==> src/hdl/spq_pkg.sv <==
// shared types and constants for the stable priority queue
package spq_pkg;

  localparam int unsigned DepthDefault = 16;
  localparam int unsigned DataW        = 32;
  localparam int unsigned PrioW        = 8;
  localparam int unsigned CountOutW    = 5;

  typedef enum logic [1:0] {
    ST_OK    = 2'd0,
    ST_FULL  = 2'd1,
    ST_EMPTY = 2'd2
  } status_e;

  typedef enum logic {
    ACT_ENQUEUE = 1'b0,
    ACT_DEQUEUE = 1'b1
  } action_e;

  typedef enum logic [1:0] {
    FSM_IDLE  = 2'd0,
    FSM_SCAN  = 2'd1,
    FSM_APPLY = 2'd2
  } fsm_state_e;

  // one request transaction
  typedef struct packed {
    logic             action;
    logic [DataW-1:0] item_data;
    logic [PrioW-1:0] item_priority;
  } spq_cmd_t;

  // one result transaction
  typedef struct packed {
    logic [DataW-1:0]     out_data;
    logic [PrioW-1:0]     out_priority;
    logic                 out_valid;
    logic [DataW-1:0]     head_data;
    logic [PrioW-1:0]     head_priority;
    logic                 is_empty;
    logic [CountOutW-1:0] entry_count;
    logic [1:0]           status;
  } spq_result_t;

  // controller to datapath commands
  typedef struct packed {
    logic load;
    logic scan;
    logic apply;
  } spq_ctrl_t;

endpackage

==> src/hdl/spq_ctrl.sv <==
// controller state machine: sequences load, scan and apply per transaction
module spq_ctrl (
  input  logic               clk_i,
  input  logic               rst_ni,
  input  logic               start,
  output logic               busy,
  output spq_pkg::spq_ctrl_t ctrl_o
);
  import spq_pkg::*;

  fsm_state_e state_q, state_d;

  // next state
  always_comb begin
    state_d = state_q;
    case (state_q)
      FSM_IDLE:  if (start) state_d = FSM_SCAN;
      FSM_SCAN:  state_d = FSM_APPLY;
      FSM_APPLY: state_d = FSM_IDLE;
      default:   state_d = FSM_IDLE;
    endcase
  end

  // outputs
  always_comb begin
    ctrl_o = '0;
    busy   = 1'b1;
    case (state_q)
      FSM_IDLE: begin
        busy        = 1'b0;
        ctrl_o.load = start;
      end
      FSM_SCAN:  ctrl_o.scan  = 1'b1;
      FSM_APPLY: ctrl_o.apply = 1'b1;
      default:   busy = 1'b0;
    endcase
  end

  // state register
  always_ff @(posedge clk_i or negedge rst_ni) begin
    if (!rst_ni) begin
      state_q <= FSM_IDLE;
    end else begin
      state_q <= state_d;
    end
  end

endmodule

==> src/hdl/spq_datapath.sv <==
// datapath: row of entry cells, parallel compare, insert and shift logic
module spq_datapath #(
  parameter int unsigned DEPTH = spq_pkg::DepthDefault
) (
  input  logic                 clk_i,
  input  logic                 rst_ni,
  input  spq_pkg::spq_ctrl_t   ctrl_i,
  input  spq_pkg::spq_cmd_t    cmd_i,
  input  logic                 cfg_we_i,
  input  logic                 cfg_data_i,
  output spq_pkg::spq_result_t result_o,
  output logic                 result_valid_o
);
  import spq_pkg::*;

  localparam int unsigned CW = $clog2(DEPTH + 1);

  logic [DataW-1:0] data_q [DEPTH];
  logic [DataW-1:0] data_d [DEPTH];
  logic [PrioW-1:0] prio_q [DEPTH];
  logic [PrioW-1:0] prio_d [DEPTH];
  logic [CW-1:0]    count_q, count_d;
  logic             mode_q;
  spq_cmd_t         cmd_q;
  logic [DEPTH-1:0] lt_q, lt_d;
  logic [DEPTH-1:0] at_count, cand, first_oh, after;
  spq_result_t      result_q, result_d;
  logic             result_valid_q;
  logic             full, empty, do_ins, do_del;

  assign full   = (count_q == CW'(DEPTH));
  assign empty  = (count_q == '0);
  assign do_ins = (cmd_q.action == ACT_ENQUEUE) && !full;
  assign do_del = (cmd_q.action == ACT_DEQUEUE) && !empty;

  // per cell compare and insert position flags
  for (genvar g = 0; g < DEPTH; g++) begin : g_flag
    assign lt_d[g]     = mode_q && (CW'(g) < count_q)
                         && (prio_q[g] < cmd_q.item_priority);
    assign at_count[g] = (count_q == CW'(g));
  end

  // lowest candidate wins: first lower-priority entry, else the back
  assign cand     = lt_q | at_count;
  assign first_oh = cand & (~cand + DEPTH'(1));
  assign after    = ~(first_oh - DEPTH'(1));

  // next value of each cell
  for (genvar g = 0; g < DEPTH; g++) begin : g_cell
    logic [DataW-1:0] lower_data, upper_data;
    logic [PrioW-1:0] lower_prio, upper_prio;
    if (g == 0) begin : g_lo
      assign lower_data = data_q[g];
      assign lower_prio = prio_q[g];
    end else begin : g_lo
      assign lower_data = data_q[g-1];
      assign lower_prio = prio_q[g-1];
    end
    if (g == DEPTH - 1) begin : g_hi
      assign upper_data = data_q[g];
      assign upper_prio = prio_q[g];
    end else begin : g_hi
      assign upper_data = data_q[g+1];
      assign upper_prio = prio_q[g+1];
    end
    always_comb begin
      data_d[g] = data_q[g];
      prio_d[g] = prio_q[g];
      if (do_ins && first_oh[g]) begin
        data_d[g] = cmd_q.item_data;
        prio_d[g] = cmd_q.item_priority;
      end else if (do_ins && after[g]) begin
        data_d[g] = lower_data;
        prio_d[g] = lower_prio;
      end else if (do_del) begin
        data_d[g] = upper_data;
        prio_d[g] = upper_prio;
      end
    end
  end

  // count and result fields
  always_comb begin
    count_d  = count_q;
    result_d = '0;
    if (do_ins) begin
      count_d = count_q + CW'(1);
    end else if (do_del) begin
      count_d                = count_q - CW'(1);
      result_d.out_data      = data_q[0];
      result_d.out_priority  = prio_q[0];
      result_d.out_valid     = 1'b1;
    end
    if (cmd_q.action == ACT_ENQUEUE && full) begin
      result_d.status = ST_FULL;
    end else if (cmd_q.action == ACT_DEQUEUE && empty) begin
      result_d.status = ST_EMPTY;
    end else begin
      result_d.status = ST_OK;
    end
    result_d.is_empty    = (count_d == '0);
    result_d.entry_count = CountOutW'(count_d);
    if (count_d != '0) begin
      result_d.head_data     = data_d[0];
      result_d.head_priority = prio_d[0];
    end
  end

  // payload registers: request, compare flags, cells, result
  always_ff @(posedge clk_i) begin
    if (ctrl_i.load) cmd_q <= cmd_i;
    if (ctrl_i.scan) lt_q <= lt_d;
    if (ctrl_i.apply) begin
      for (int i = 0; i < DEPTH; i++) begin
        data_q[i] <= data_d[i];
        prio_q[i] <= prio_d[i];
      end
      result_q <= result_d;
    end
  end

  // control registers: fill count, mode, result strobe
  always_ff @(posedge clk_i or negedge rst_ni) begin
    if (!rst_ni) begin
      count_q        <= '0;
      mode_q         <= 1'b0;
      result_valid_q <= 1'b0;
    end else begin
      if (ctrl_i.apply) count_q <= count_d;
      if (cfg_we_i) mode_q <= cfg_data_i;
      result_valid_q <= ctrl_i.apply;
    end
  end

  assign result_o       = result_q;
  assign result_valid_o = result_valid_q;

endmodule

==> src/hdl/stable_priority_queue_top.sv <==
// top level of the stable priority queue
// a transaction's request is registered on acceptance, its compare flags in the scan state and its result in apply
// no new transaction is taken while busy; each runs load, parallel compare, then insert or shift
// result_valid_o strobes for one cycle; the receiver cannot stall it
// reset: rst_ni low clears the fill count, priority_mode and the controller
// entry cells are not cleared; only held entries are ever shown
module stable_priority_queue_top #(
  parameter int unsigned DEPTH = spq_pkg::DepthDefault
) (
  input  logic                 clk_i,
  input  logic                 rst_ni,
  input  logic                 start,
  output logic                 busy,
  input  spq_pkg::spq_cmd_t    cmd_i,
  output spq_pkg::spq_result_t result_o,
  output logic                 result_valid_o,
  input  logic                 cfg_valid_i,
  output logic                 cfg_ready_o,
  input  logic                 cfg_data_i
);
  import spq_pkg::*;

  spq_ctrl_t ctrl;

  // config is always taken
  assign cfg_ready_o = 1'b1;

  spq_ctrl u_ctrl (
    .clk_i  (clk_i),
    .rst_ni (rst_ni),
    .start  (start),
    .busy   (busy),
    .ctrl_o (ctrl)
  );

  spq_datapath #(
    .DEPTH (DEPTH)
  ) u_dp (
    .clk_i          (clk_i),
    .rst_ni         (rst_ni),
    .ctrl_i         (ctrl),
    .cmd_i          (cmd_i),
    .cfg_we_i       (cfg_valid_i & cfg_ready_o),
    .cfg_data_i     (cfg_data_i),
    .result_o       (result_o),
    .result_valid_o (result_valid_o)
  );

endmodule

==> config.mk <==
export PLATFORM = sky130hd
export DESIGN_NAME = stable_priority_queue_top
export DESIGN_NICKNAME = d
export VERILOG_FILES = /design/src/hdl/spq_pkg.sv /design/src/hdl/spq_ctrl.sv /design/src/hdl/spq_datapath.sv /design/src/hdl/stable_priority_queue_top.sv
export SDC_FILE = /design/constraint.sdc
export NUM_CORES = 2
export LEC_CHECK = 0
export BUFFER_PORTS_ARGS = -buffer_cell sky130_fd_sc_hd__buf_4
export CAP_MARGIN = 20
export CORE_ASPECT_RATIO = 1.4
export CORE_UTILIZATION = 60
export CTS_BUF_LIST = sky130_fd_sc_hd__clkbuf_16
export CTS_CLUSTER_SIZE = 14
export DETAILED_ROUTE_END_ITERATION = 12
export PLACE_DENSITY = 0.77
export SLEW_MARGIN = 20
export SYNTH_ARGS = -nofsm -noshare
export SYNTH_HDL_FRONTEND = slang
export SYNTH_SLANG_ARGS = --single-unit
==> constraint.sdc <==
create_clock -name clk_i -period 12.94 [get_ports clk_i]
set_input_delay 0.647 -clock clk_i [delete_from_list [all_inputs] [get_ports clk_i]]
set_output_delay 0.647 -clock clk_i [all_outputs]
set_load 0.03 [all_outputs]
# Word level (Yosys, flattened, before mapping)
# Memory sizes are Yosys's and may differ from the RTL's.
# Cells that the tools add are included.
# word_totals
mem_count,2
latch_bits,0
ramBits,640
out_inout_bits,92
ff_bits,155
rom_bits,0
inputBits,46
# mem_list
name,words,width,read_ports,rd_clocked_by_memory_dff,write_ports,line,text
u_dp.data_q,16,32,16,0,16,spq_datapath.sv:18,logic [DataW-1:0] data_q [DEPTH];
u_dp.prio_q,16,8,16,0,16,spq_datapath.sv:20,logic [PrioW-1:0] prio_q [DEPTH];
# op_classes
bitwise,6
addsub,4
muxes,106
shifts,0
mul,0
n_reduce_logical,76
div_mod_pow,0
eq_ne,19
order_cmp,32
# ops
operator,n
$mux 32,47
$mux 8,47
$lt 8x8->1,16
$logic_and 1x1->1,68
$eq 5x4->1 const B,8
$lt 4x5->1 const A,8
$not 16->16,2
$eq 5x3->1 const B,4
$lt 3x5->1 const A,4
$add 16x1->16 const B,1
$and 16x16->16,1
$or 16x16->16,1
$sub 16x1->16 const B,1
$eq 5x2->1 const B,2
$logic_not 5->1,2
$lt 1x5->1 const A,2
$lt 2x5->1 const A,2
$mux 5,2
$mux 1,7
$add 5x1->5 const B,1
$eq 5x1->1 const B,1
$eq 5x5->1 const B,1
$reduce_bool 5->1,1
$sub 5x1->5 const B,1
9 further kinds,13

# Logic depth before layout (Yosys ltp)
# depth
depth_word,10
depth_mapped,13
mapped_depth_nobuf,9

# Hierarchy
# A second synthesis with hierarchy kept.
# hier_totals
hier_cells,3351
hier_area_um2,40433.8
# modules_own_cells
module,cells_per_inst,seq_area_each_um2,area_per_inst_um2,instances
spq_datapath,3336,23777.8,40256.1,1
spq_ctrl,13,50.0,166.4,1
stable_priority_queue_top,2,0.0,11.3,1

# Worst setup path before layout
# OpenSTA, ideal clock, no wires.
# synth_timing
path_kind,register -> register
startpoint,reg u_ctrl.state_q[0]
endpoint,"mem u_dp.data_q[12][0] (netlist: u_dp.data_q[1][128]), enable pin"
t_arrival_ps,6933
slack_ps,5508
required_time_ps,12441
setup_ps,499
path_stages_with_launch,5
synth_period_minus_slack_ps,7432
cell_sequence,dfrtp_1 > inv_1 > ha_1 > clkbuf_1 > a21boi_0
# synth_lines
element,line,text
start: declaration,spq_ctrl.sv:11,"fsm_state_e state_q, state_d;"
start signal: assignment,spq_ctrl.sv:44,state_q <= state_d;
end: declaration,spq_datapath.sv:18,

# Worst setup path after layout
# layout_timing
startpoint,reg u_dp.count_q[0]
endpoint,"reg u_dp.result_q (netlist bit u_dp.result_o[37]), data pin"
# layout_via
elab_chain_cells,10
elab_cells_between_ends,22
cone_classes,add/sub: 4; eq/ne: 1; mux: 5; bitwise: 4; reduce/logical: 8
# layout_rtl
element,line,text
start: declaration,spq_datapath.sv:22,"logic [CW-1:0] count_q, count_d;"
start signal: assignment,spq_datapath.sv:129,if (ctrl_i.apply) count_q <= count_d;
$logic_not 5->1,"spq_datapath.sv:32, spq_datapath.sv:40",
$or 16x16->16,spq_datapath.sv:44,assign cand = lt_q | at_count;
$not 16->16,spq_datapath.sv:45,assign first_oh = cand & (~cand + DEPTH'(1));
$add 16x1->16,spq_datapath.sv:45,
$and 16x16->16,spq_datapath.sv:45,
$sub 16x1->16,spq_datapath.sv:46,assign after = ~(first_oh - DEPTH'(1));
$not 16->16,spq_datapath.sv:46,
$logic_and 1x1->1,spq_datapath.sv:72,end else if (do_ins && after[g]) begin
$mux 32,spq_datapath.sv:72,
$mux 32,spq_datapath.sv:69,if (do_ins && first_oh[g]) begin
end signal: assignment,spq_datapath.sv:118,result_q <= result_d;
end: declaration,spq_datapath.sv:27,"spq_result_t result_q, result_d;"
# Parallel ways exist; a longest one is shown, timed or not.
# A chain may end at the register's enable or synchronous reset.

==> impl_metrics.json <==
{
  "clk_latency_ns": 0.65,
  "synth_area_um2": 41070,
  "min_period_ns": 5.004,
  "worstMarginPinSlew_ns": 1.158,
  "grt_setup_unrepaired": "no",
  "layout.cells.non_filler": 4404,
  "critPathRequiredTime_ns": 13.34,
  "rr_endpoint": "u_dp.result_o[37]$_SDFFCE_PP0P_",
  "grt_max_degree": 89,
  "setup_violations": 0,
  "fin_worst_skew_ns": 0.02824,
  "yosys_warnings": 0,
  "setup_tns_ns": 0,
  "comb_power_share_pct": 32.1,
  "cts_tree": "yes",
  "postSynthNetCount": 3663,
  "path_max_fanout": 55,
  "viasPerCell": 6.596,
  "min_from": "cmd_i[13]",
  "power.switching_mw": 3.527,
  "chipWidth_um": 223.1,
  "track_usage_pct": 32.08,
  "grt_pass1_wl_um": 171000,
  "hold_depth": 1,
  "wl_um": 112200,
  "vdd_drop_max_v": 0.0001229,
  "p_sw_share_pct": 36.23,
  "synth_edf_count": 786,
  "power.density_nw_per_um2": 217.0,
  "yosysUniqueCellTypes": 72,
  "gp_congestion": 0.8880,
  "crit_slowest_cell": "buf_4",
  "intPower_mw": 6.207,
  "clock_power_share_pct": 22.3,
  "pwr-share-seq_pct": 45.6,
  "p_leak_nw": 16.50,
  "start_util_pct": 60.65,
  "avgSynthCellArea_um2": 11.75,
  "grt-ovfl-total": 0,
  "dp_hpwl_um": 66780,
  "htreeDepth": 3,
  "synth_seq_cells": 795,
  "cts_num_sinks": 795,
  "reg2reg_depth": 11,
  "crit_chain": "inv_1 -> ha_1 -> nor4b_4 -> nand2b_1 -> inv_4 -> buf_4 -> a22o_1 -> xnor2_1 -> nand4b_1 -> buf_4 -> and2_1",
  "hold_path_class": "in2reg",
  "numCtsBuffers": 78,
  "layout_setup_ws_ns": 7.936,
  "fin_total_pwr_mw": 9.734,
  "coreArea_um2": 67720,
  "end_kind": "flop",
  "first_pass_iters": 7,
  "crit_arrival_ns": 5.40,
  "rows": 113,
  "io-pin-count": 138,
  "mostFrequentLayoutCell": "edfxtp_1",
  "slowest_delay_ns": 0.71,
  "maxSlewViolCount": 0,
  "fill_cells": 5027,
  "clkTransAtPathRegs_ns": 0.07,
  "chipHeight_um": 311.6,
  "antenna_found_initial": 1,
  "max_clock_freq_ghz": 0.1998,
  "drive_gt1_share_pct": 9.966,
  "crit_type": "reg2reg",
  "portBuffers": 136,
  "drc_errors": 0,
  "die-area_um2": 69520,
  "clockBufferDepth": 3,
  "areaGrowthSynthToFinish_pct": 9.237,
  "startpoint_type": "flop",
  "async_reset_ff_share_pct": 1.132,
  "maxCapViolCount": 0,
  "hold_violations": 0,
  "dr.first_iter.drc_count": 2965,
  "preCtsSetupSlack_ns": 8.067,
  "final_cell_mix": "edfxtp_1 (786), mux2i_1 (442), nand2_1 (341)",
  "post-route-period-util_pct": 38.67,
  "slew_headroom_pct": 22.80,
  "r2r_slack_ns": 7.94,
  "grt_pass1_vias": 29210,
  "root_buffer": "clkbuf_16",
  "ctsResizeCount": 0,
  "status": "complete, no violations",
  "min_to": "u_dp.cmd_q[13]$_DFFE_PP_",
  "nets": 3648,
  "antenna_left": 0,
  "synth_ff_type": "edfxtp_1",
  "num_vias": 29050,
  "numPlacedInstances": 4260,
  "ys_seq_area_share_pct": 58.01,
  "cts_hold_buffers": 1,
  "cts_setup_buffers": 0,
  "num_antenna_cells": 0,
  "crit_path_frequent_cell": "buf_4",
  "post_drt_wl_per_cell_um": 25.48,
  "r2r_start": "u_dp.count_q[0]$_DFFE_PN0P_",
  "syn_inst": 3495
}
-- how the worst max path moves through the flow --
stage / depth (start not counted) / endpoint / start
3_3_place_gp: 9 / u_dp.prio_q[1][41]$_DFFE_PP_ / u_dp.count_q[0]$_DFFE_PN0P_
4_1_cts: 11 / u_dp.result_o[28]$_SDFFCE_PP0P_ / u_dp.count_q[0]$_DFFE_PN0P_
2_1_floorplan: 4 / u_dp.data_q[1][128]$_DFFE_PP_ / u_ctrl.state_q[0]$_DFFE_PN0P_
5_1_grt: 11 / u_dp.result_o[26]$_SDFFCE_PP0P_ / u_dp.count_q[0]$_DFFE_PN0P_
3_5_place_dp: 11 / u_dp.result_o[27]$_SDFFCE_PP0P_ / u_dp.count_q[0]$_DFFE_PN0P_
6_report: 11 / u_dp.result_o[37]$_SDFFCE_PP0P_ / u_dp.count_q[0]$_DFFE_PN0P_
-- cell usage after synthesis (all sizes together), types with 3 or more instances --
master   number  share of area, %
nor2        340               3.1
mux2i       442                11
o21ai       273               3.3
o211ai        3             0.055
and2         84               1.3
xnor2         7              0.15
clkbuf      187               1.7
a31oi        24              0.45
a21o         35              0.64
o221ai       38              0.81
nand4b       12              0.26
o31ai         3             0.079
edfxtp      786                57
o21bai       15              0.27
a211o         3             0.064
nor4          7              0.28
buf         100               1.7
nor4b         3              0.12
nand4         5              0.11
a21oi       299               3.7
a211oi       57               1.0
a2bb2oi      40              0.85
nand3         9              0.11
o21a          9              0.16
nand2b       20              0.30
a21boi        5             0.091
nand2       342               3.1
inv          21              0.19
nor2b         4             0.061
mux2         43               1.2
o22ai        78               1.2
dfrtp         9              0.55
nor3         44              0.54
ha          122               3.7
-- cell families after synthesis --
| logic type | synth area share (%) |
|---|---|
| AO/OA/AOI/OAI | 12.95 |
| AND/OR/NAND/NOR | 9.636 |
| flip-flops | 58.02 |
| multiplexers | 11.95 |
| buffers and inverters | 3.576 |
| adder cells (fa/ha/maj) | 3.717 |
| XOR/XNOR | 0.1493 |
| other | 0.009130 |
-- state kept, by name, indices dropped and copies added (netlist names) --
register	cells
u_ctrl.state_q	2
u_dp.result_valid_o	1
u_dp.data_q	512
u_dp.mode_q	1
u_dp.prio_q	128
u_dp.result_o	89
u_dp.count_q	5
u_dp.lt_q	16
u_dp.cmd_q	41
-- power groups by stage --
stage | registers [mW] | clock network, mW | logic (mW)
6_report | 4.44 | 2.17 | 3.12
2_1_floorplan | 4.39 | 0 | 2.07
3_5_place_dp | 4.47 | 0 | 3.08
4_1_cts | 4.42 | 2.19 | 3.09
3_3_place_gp | 4.44 | 0 | 2.94
5_1_grt | 4.50 | 2.28 | 3.36
-- per-stage QoR --
stage | utilization (%) | instance area (µm²) | hold WS [ns]
3_5_place_dp | 62.71 | 42470 | 0.4878
6_report | 66.25 | 44870 | 0.1664
3_3_place_gp | 62.68 | 42450 | 0.4821
5_1_grt | 66.25 | 44870 | 0.1582
4_1_cts | 66.22 | 44840 | 0.1435
2_1_floorplan | - | 41070 | 0.3514
-- routing by layer --
layer	routed length [µm]	GRT usage (%)	vias to the layer above
met5	0	0	-
met1	42920	39.89	14290
met2	56360	55.27	1446
met3	8568	4.705	282
met4	4350	14.61	0
li1	-	-	13030
-- worst max-delay path: cells and delay by family (launching register included) --
kind	cells	cell delay, ns
xor+xnor	1	0.15
compound gates	1	0.27
flops	1	0.65
buf+inv	4	1.91
fa+ha+maj	1	0.36
simple gates	4	1.23
-- layout make-up --
class / instances / area, µm² / share of cell area (%)
clock buffers: 80 / 2002 / 4.462
well taps: 862 / 1079 / 2.404
flip-flops and latches: 795 / 23830 / 53.11
multi-input cells: 2392 / 16050 / 35.78
repair buffers: 192 / 1464 / 3.263
inverters: 21 / 81.33 / 0.1813
clock inverters: 62 / 360.3 / 0.8032
Power figures use the tool's default switching activity.
